$ cat config.mk
export PLATFORM = sky130hd
export DESIGN_NAME = winch_remote_gesture_controller
export DESIGN_NICKNAME = d
export VERILOG_FILES = /design/src/rtl/wrgc_pkg.sv /design/src/rtl/wrgc_cfg.sv /design/src/rtl/wrgc_core.sv /design/src/rtl/winch_remote_gesture_controller.sv
export VERILOG_INCLUDE_DIRS = /design/src /design/src/rtl
export SDC_FILE = /design/constraint.sdc
export NUM_CORES = 1
export LEC_CHECK = 0
export BUFFER_PORTS_ARGS = -buffer_cell sky130_fd_sc_hd__buf_2
export CORE_AREA = 4 4 127 178
export CTS_CLUSTER_DIAMETER = 100
export DETAILED_ROUTE_END_ITERATION = 16
export DIE_AREA = 0 0 131 182
export PLACE_DENSITY_LB_ADDON = 0.08
export SYNTH_ARGS = -nofsm -noshare
export SYNTH_HDL_FRONTEND = slang
export SYNTH_SLANG_ARGS = --single-unit
$ cat constraint.sdc
create_clock -name clk -period 11.35 [get_ports clk]
set_input_delay 2.27 -clock clk [delete_from_list [all_inputs] [get_ports clk]]
set_output_delay 2.27 -clock clk [all_outputs]
set_load 0.02 [all_outputs]
$ cat src/rtl/assert_macros.svh
// Assertion macros used by the controller RTL.
// Depends on a clock named clk and a synchronous reset named rst in scope.
`ifndef ASSERT_MACROS_SVH
`define ASSERT_MACROS_SVH

// Antecedent implies consequent in the same cycle.
`define ASSERT_IMPL(lbl, ante, cons, msg) \
  lbl: assert property (@(posedge clk) disable iff (rst) (ante) |-> (cons)) else $error(msg);

// Antecedent implies consequent in the following cycle.
`define ASSERT_NEXT(lbl, ante, cons, msg) \
  lbl: assert property (@(posedge clk) disable iff (rst) (ante) |=> (cons)) else $error(msg);

`endif

$ cat src/rtl/wrgc_pkg.sv
// Types and constants for the winch remote gesture controller.
// No dependencies; used by every module in rtl.
package wrgc_pkg;

  typedef enum logic [1:0] {
    CMD_NONE = 2'd0,
    CMD_UP   = 2'd1,
    CMD_DOWN = 2'd2,
    CMD_STOP = 2'd3
  } cmd_t;

  typedef enum logic [1:0] {
    REG_DOUBLE_PRESS_WINDOW = 2'd0,
    REG_LONG_PRESS          = 2'd1,
    REG_AUTO_CTRL_ATTACHED  = 2'd2,
    REG_AUTO_OUT_ATTACHED   = 2'd3
  } reg_idx_t;

  localparam logic [15:0] RESET_DOUBLE_PRESS_MS = 16'd800;
  localparam logic [15:0] RESET_LONG_PRESS_MS   = 16'd2000;

  localparam int IN_DATA_W  = 40;
  localparam int OUT_DATA_W = 8;
  localparam int CFG_DATA_W = 16;

  typedef struct packed {
    logic [15:0] double_press_window_ms;
    logic [15:0] long_press_ms;
    logic        auto_controller_attached;
    logic        auto_output_attached;
  } cfg_t;

  typedef struct packed {
    logic        button_up;
    logic        button_down;
    logic        button_third;
    logic        button_fourth;
    logic [31:0] time_ms;
    logic        stop_flag_in;
    logic        auto_enabled_in;
  } sample_t;

  typedef struct packed {
    cmd_t winch_command;
    logic stop_flag_out;
    logic stop_flag_write;
    logic auto_disable;
    logic auto_output_zero;
    logic handled;
  } result_t;

endpackage

$ cat src/rtl/wrgc_cfg.sv
// Configuration register file of the winch remote gesture controller.
// Depends on wrgc_pkg.
module wrgc_cfg (
  input  logic                              clk,
  input  logic                              rst,
  input  logic                              cfg_valid,
  output logic                              cfg_ready,
  input  wrgc_pkg::reg_idx_t                cfg_index,
  input  logic [wrgc_pkg::CFG_DATA_W-1:0]   cfg_data,
  output wrgc_pkg::cfg_t                    cfg
);

  assign cfg_ready = 1'b1;

  always_ff @(posedge clk) begin
    if (rst) begin
      cfg.double_press_window_ms   <= wrgc_pkg::RESET_DOUBLE_PRESS_MS;
      cfg.long_press_ms            <= wrgc_pkg::RESET_LONG_PRESS_MS;
      cfg.auto_controller_attached <= 1'b0;
      cfg.auto_output_attached     <= 1'b0;
    end else if (cfg_valid) begin
      unique case (cfg_index)
        wrgc_pkg::REG_DOUBLE_PRESS_WINDOW: cfg.double_press_window_ms <= cfg_data;
        wrgc_pkg::REG_LONG_PRESS:          cfg.long_press_ms <= cfg_data;
        wrgc_pkg::REG_AUTO_CTRL_ATTACHED:  cfg.auto_controller_attached <= cfg_data[0];
        wrgc_pkg::REG_AUTO_OUT_ATTACHED:   cfg.auto_output_attached <= cfg_data[0];
        default: ;
      endcase
    end
  end

endmodule

$ cat src/rtl/wrgc_core.sv
// Gesture logic and gesture state of the winch remote controller.
// Depends on wrgc_pkg and assert_macros.svh.
`include "assert_macros.svh"

module wrgc_core (
  input  logic              clk,
  input  logic              rst,
  input  logic              en,
  input  wrgc_pkg::sample_t sample,
  input  wrgc_pkg::cfg_t    cfg,
  output wrgc_pkg::result_t result
);

  logic        prev_any_pressed;
  logic [31:0] last_press_time;
  logic [31:0] press_start_time;
  logic        long_press_done;
  logic        remote_driving;

  logic        prev_any_pressed_next;
  logic [31:0] last_press_time_next;
  logic [31:0] press_start_time_next;
  logic        long_press_done_next;
  logic        remote_driving_next;

  logic        any;
  logic        rise;
  logic        fall;
  logic        dbl;
  logic        lng;
  logic        stop1;
  logic        stop2;
  logic [31:0] pst;
  logic        lpd;
  logic [31:0] since_last;
  logic [31:0] since_start;

  always_comb begin
    any  = sample.button_up | sample.button_down | sample.button_third | sample.button_fourth;
    rise = any & ~prev_any_pressed;
    fall = ~any & prev_any_pressed;

    since_last = sample.time_ms - last_press_time;
    dbl = rise && (last_press_time != 32'd0) &&
          (since_last <= {16'd0, cfg.double_press_window_ms});
    stop1 = sample.stop_flag_in | dbl;

    pst = rise ? sample.time_ms : press_start_time;
    lpd = rise ? 1'b0 : long_press_done;
    since_start = sample.time_ms - pst;
    lng = any && stop1 && !lpd && (pst != 32'd0) &&
          (since_start >= {16'd0, cfg.long_press_ms});
    stop2 = stop1 & ~lng;

    prev_any_pressed_next = any;
    last_press_time_next  = rise ? sample.time_ms : last_press_time;
    press_start_time_next = fall ? 32'd0 : pst;
    long_press_done_next  = fall ? 1'b0 : (lpd | lng);

    result.winch_command    = wrgc_pkg::CMD_NONE;
    result.stop_flag_out    = stop2;
    result.stop_flag_write  = dbl | lng;
    result.auto_disable     = 1'b0;
    result.auto_output_zero = 1'b0;
    result.handled          = 1'b0;
    remote_driving_next     = remote_driving;

    if (stop2) begin
      if (remote_driving) begin
        result.winch_command = wrgc_pkg::CMD_STOP;
        remote_driving_next  = 1'b0;
      end
    end else begin
      if ((sample.button_up | sample.button_down) && cfg.auto_controller_attached &&
          sample.auto_enabled_in) begin
        result.auto_disable     = 1'b1;
        result.auto_output_zero = cfg.auto_output_attached;
      end
      priority if (sample.button_up) begin
        result.winch_command = wrgc_pkg::CMD_UP;
        remote_driving_next  = 1'b1;
        result.handled       = 1'b1;
      end else if (sample.button_down) begin
        result.winch_command = wrgc_pkg::CMD_DOWN;
        remote_driving_next  = 1'b1;
        result.handled       = 1'b1;
      end else begin
        if (remote_driving) begin
          result.winch_command = wrgc_pkg::CMD_STOP;
          remote_driving_next  = 1'b0;
          result.handled       = 1'b1;
        end
      end
    end
  end

  always_ff @(posedge clk) begin
    if (rst) begin
      prev_any_pressed <= 1'b0;
      last_press_time  <= 32'd0;
      press_start_time <= 32'd0;
      long_press_done  <= 1'b0;
      remote_driving   <= 1'b0;
    end else if (en) begin
      prev_any_pressed <= prev_any_pressed_next;
      last_press_time  <= last_press_time_next;
      press_start_time <= press_start_time_next;
      long_press_done  <= long_press_done_next;
      remote_driving   <= remote_driving_next;
    end
  end

  `ASSERT_NEXT(a_drive_sets_flag, en && (result.winch_command == wrgc_pkg::CMD_UP || result.winch_command == wrgc_pkg::CMD_DOWN), remote_driving, "up or down did not mark remote driving")
  `ASSERT_IMPL(a_handled_has_cmd, result.handled, result.winch_command != wrgc_pkg::CMD_NONE, "handled without a command")
  `ASSERT_IMPL(a_stopped_quiet, result.stop_flag_out, !result.handled && !result.auto_disable, "remote acted while stopped")
  `ASSERT_IMPL(a_zero_needs_disable, result.auto_output_zero, result.auto_disable, "auto output zeroed without disable")

endmodule

$ cat src/rtl/winch_remote_gesture_controller.sv
// Top level of the winch remote gesture controller: input and result registers.
// Depends on wrgc_pkg, wrgc_cfg and wrgc_core.
//
//   channel   direction  handshake                  payload
//   s_axis    in         s_axis_tvalid/tready       tdata: button sample
//   m_axis    out        m_axis_tvalid/tready       tdata: winch result
//   cfg       in         cfg_valid/cfg_ready        cfg_index, cfg_data
//
// One item per cycle sustained while m_axis_tready holds; the result passes the input and result registers.
// The gesture logic between the input and result registers is combinational.
// Reset clears handshake state, gesture state and configuration to defaults.
// A stalled result holds the input register; otherwise an item is taken every cycle.
module winch_remote_gesture_controller (
  input  logic                               clk,
  input  logic                               rst,
  input  logic                               s_axis_tvalid,
  output logic                               s_axis_tready,
  // [0] button_up, [1] button_down, [2] button_third, [3] button_fourth,
  // [35:4] time_ms, [36] stop_flag_in, [37] auto_enabled_in, [39:38] zero
  input  logic [wrgc_pkg::IN_DATA_W-1:0]     s_axis_tdata,
  output logic                               m_axis_tvalid,
  input  logic                               m_axis_tready,
  // [1:0] winch_command, [2] stop_flag_out, [3] stop_flag_write,
  // [4] auto_disable, [5] auto_output_zero, [6] handled, [7] zero
  output logic [wrgc_pkg::OUT_DATA_W-1:0]    m_axis_tdata,
  input  logic                               cfg_valid,
  output logic                               cfg_ready,
  input  logic [1:0]                         cfg_index,
  input  logic [wrgc_pkg::CFG_DATA_W-1:0]    cfg_data
);

  wrgc_pkg::cfg_t    cfg;
  wrgc_pkg::sample_t in_sample;
  wrgc_pkg::result_t core_result;
  wrgc_pkg::result_t out_result;
  logic              in_valid;
  logic              advance;

  assign advance       = ~m_axis_tvalid | m_axis_tready;
  assign s_axis_tready = ~in_valid | advance;

  always_ff @(posedge clk) begin
    if (rst) begin
      in_valid <= 1'b0;
    end else if (s_axis_tready) begin
      in_valid <= s_axis_tvalid;
    end
  end

  always_ff @(posedge clk) begin
    if (s_axis_tvalid && s_axis_tready) begin
      in_sample.button_up       <= s_axis_tdata[0];
      in_sample.button_down     <= s_axis_tdata[1];
      in_sample.button_third    <= s_axis_tdata[2];
      in_sample.button_fourth   <= s_axis_tdata[3];
      in_sample.time_ms         <= s_axis_tdata[35:4];
      in_sample.stop_flag_in    <= s_axis_tdata[36];
      in_sample.auto_enabled_in <= s_axis_tdata[37];
    end
  end

  wrgc_cfg u_cfg (
    .clk       (clk),
    .rst       (rst),
    .cfg_valid (cfg_valid),
    .cfg_ready (cfg_ready),
    .cfg_index (wrgc_pkg::reg_idx_t'(cfg_index)),
    .cfg_data  (cfg_data),
    .cfg       (cfg)
  );

  wrgc_core u_core (
    .clk    (clk),
    .rst    (rst),
    .en     (in_valid & advance),
    .sample (in_sample),
    .cfg    (cfg),
    .result (core_result)
  );

  always_ff @(posedge clk) begin
    if (rst) begin
      m_axis_tvalid <= 1'b0;
    end else if (advance) begin
      m_axis_tvalid <= in_valid;
    end
  end

  always_ff @(posedge clk) begin
    if (advance && in_valid) begin
      out_result <= core_result;
    end
  end

  assign m_axis_tdata = {1'b0, out_result.handled, out_result.auto_output_zero,
                         out_result.auto_disable, out_result.stop_flag_write,
                         out_result.stop_flag_out, out_result.winch_command};

endmodule
==> flow_summary.ini <==
[status]
status = finished clean

[clocking]
root_buffer = clkbuf_16
cts_tree = done
cts.path.max_buffers = 2
numCtsBuffers = 17
insertion_delay_ns = 0.44
holdBufCountCts = 0
cts.sinks = 148
htree_levels = 4
post_cts_buffers = 0
path_clk_slew_ns = 0.07
postCtsResizedCells = 0

[floorplanning]
core_sq_mm = 0.0210
die_w_um = 131
die-area_sq_mm = 0.0238
num_rows = 63
top_level_ports = 74
start_util = 0.534
dieHeight_um = 182

[cells_and_area]
drive_above_1_share = 0.0950
fin_nets = 1609
fin_cells = 1734
design_area_sq_mm = 0.0122
antennaDiodeCount = 0
post-route-util = 0.581
syn_to_final_growth_pct = 8.83

[critical_path]
crit_path_end_kind = flop
cp-start-kind = flop
critical_path.cell_chain = nor4_4 > or2_2 > buf_4 > nand2_1 > o21ai_0 > ha_1 > inv_1 > ha_1 > nand4b_1 > or2_2 > a41oi_1 > xnor2_1 > ha_1 > a21o_1 > a221o_1 > a221o_1 > nor4_1 > o2111ai_1 > a2111o_1 > o31ai_1 > and3_1 > o22ai_1
r2r-start = in_sample[36]
critPathLaunch = in_sample[36]
critPathSlowestCell = edfxtp_1
cp_max_fo = 39
crit_family = simple AND/OR/NAND/NOR gates
crit_buf_inv = 2
crit_required_ns = 11.53
cpMostUsedCell = ha_1
critical_path_class = reg2reg
worst_ep_arrival_time_ns = 7.11
cpPeakStageDelay_ns = 0.55

[synthesis]
synth_top_cells_by_count = nand2_1, a21oi_1, nor2_1
avgSynthCellArea_sq_um = 7.75
synth.distinct_cells = 81
ys.flop_type = dfxtp_1
synth_top_cell_area_share = 0.184
syn_inst = 1450
yosysTopAreaCell = dfxtp_1
synth-seq-cells = 148
synth_nets = 1598
synth_most_common_cell = nand2_1
yosysSeqAreaShare = 0.304
async_reset_ff_frac = 0
ys_top_cells_by_area = dfxtp_1, edfxtp_1, ha_1, a21oi_1, nand2_1
synth_edf_count = 45
netlist_area_sq_mm = 0.0112
yosysWarnings = 0

[placement]
hpwl_mm = 26.6
placedInstanceArea_sq_mm = 0.0116
port_buffers = 69
placedCellCount = 1702
place_congestion = 0.944

[sta]
timing.fmax_ghz = 0.144
rsz0062_at_grt = false
hold_viol = 0
finalSetupViolations = 0
hold_ws_ns = 0.456
fin_skew_ns = 0.0132
finalMaxSlewViolations = 0
setup-tns-final_ns = 0
period_minus_slack_ns = 6.93
fin_crit_sh = 0.611
worst_pin_slew_ns = 1.06
slew_headroom = 0.290

[job]
max_cap_viol_count = 0

[drt]
route.top_layer_used = met4
routed_wl_mm = 34.7
initialDrtViolationCount = 736
met1_length_mm = 14.7
dr_total_vias = 10686
drc = 0
drt-vias-per-instance = 6.16
ant_nets = 0
routedWlPerCell_um = 20.0
route.met2.wl_mm = 17.7
first_pass_iters = 5
wl_met3_mm = 1.42

[power_and_ir_drop]
p_comb_frac = 0.289
power.density_mw_per_mm2 = 134
pwr-share-clk = 0.341
swShare = 0.347
peakVddDrop_mv = 0.103
leakage_nw = 4.74
internal-power_w = 0.00107
seqPwrFrac = 0.370
p_sw_w = 0.000568

[grt]
grt.total_usage = 0.291
grt_pass1_vias = 10071
antenna_found_initial = 0
gr-total-overflow = 0
grt_first_pass_wirelength_mm = 54.3
grt_max_degree = 58

[hold_path]
hp-start = u_cfg.cfg[25]
worstHoldPathType = reg2reg
## registers in the layout, summed over array words and instances (netlist names)
register                 cells
in_sample                   38
in_valid                     1
m_axis_tdata                 7
m_axis_tvalid                1
u_cfg.cfg                   34
u_core.last_press_time      32
u_core.long_press_done       1
u_core.press_start_time     32
u_core.prev_any_pressed      1
u_core.remote_driving        1
## cell families (layout without fill, tap and decap cells)
family / Yosys count / after routing / synth area share
xor gates and xnor gates: 45 / 45 / 0.0374
buffers and inverters: 171 / 195 / 0.0597
AOI/OAI and AO/OA: 432 / 432 / 0.247
adders and majority gates: 87 / 87 / 0.0971
DFF: 148 / 148 / 0.304
and+or+nand+nor: 537 / 537 / 0.230
muxes: 28 / 28 / 0.0249
other: 2 / 2 / 0.000668
## routing by layer
layer,global-route usage,vias up
met3,0.0377,52
met1,0.372,5065
met5,0,-
met2,0.502,303
li1,-,5266
met4,0.0926,0
## worst reg2reg max path: cells and delay by family (launching register included)
family,cells,cell delay (ns)
buf+inv,2,0.59
compound gates,9,2.16
flops,1,0.55
fa+ha+maj,3,0.89
xor+xnor,1,0.19
simple gates,7,2.33
## worst paths after layout
kind | to | slack (ns) | cells after the start
worst max-delay path | m_axis_tdata[0] | 4.42 | 22
worst min-delay path | u_cfg.cfg[25] | 0.46 | 2
worst min register to register | u_cfg.cfg[25] | 0.46 | 2
worst max register to register | m_axis_tdata[0] | 4.42 | 22
## through the flow
step / worst slack, ns / total power (W)
final: 4.42 / 0.00164
after global routing: 4.14 / 0.00173
after CTS: 4.54 / 0.00164
after detailed placement: 4.59 / 0.00108
after global placement: 4.58 / 0.00108
after floorplan: 5.66 / 0.000953
## cell type report
class / instances / area [sq um]
Inverter: 85 / 319
Fill cell: 2063 / 8820
Sequential cell: 148 / 3410
Multi-Input combinational cell: 1131 / 7180
Tap cell: 260 / 325
Timing Repair Buffer: 78 / 415
Clock buffer: 21 / 493
Clock inverter: 11 / 85.1
## power groups by stage
stage / registers, W / clock network [W] / logic, W
2_1_floorplan: 0.000603 / 0 / 0.000350
3_3_place_gp: 0.000617 / 0 / 0.000462
3_5_place_dp: 0.000618 / 0 / 0.000465
4_1_cts: 0.000606 / 0.000568 / 0.000468
5_1_grt: 0.000610 / 0.000592 / 0.000525
6_report: 0.000607 / 0.000558 / 0.000474
## layout by cell type, fill, tap and decap left out, types with 14 or more instances in the layout
cell type and n:
mux2i_1 28, ha_1 84, a21oi_1 170, a22oi_1 35, edfxtp_1 45, nand2b_1 23, dfxtp_1 103, inv_1 85
nand4_1 32, nor3_1 23, nor2b_1 22, a31oi_1 14, o211ai_1 24, nor4_1 19, clkbuf_16 19, xnor2_1 30
nor2_1 125, nand3_1 23, o21ai_0 57, buf_2 68, a21o_1 21, o21a_1 18, nand2_1 205
(Power assumes the default switching activity.)
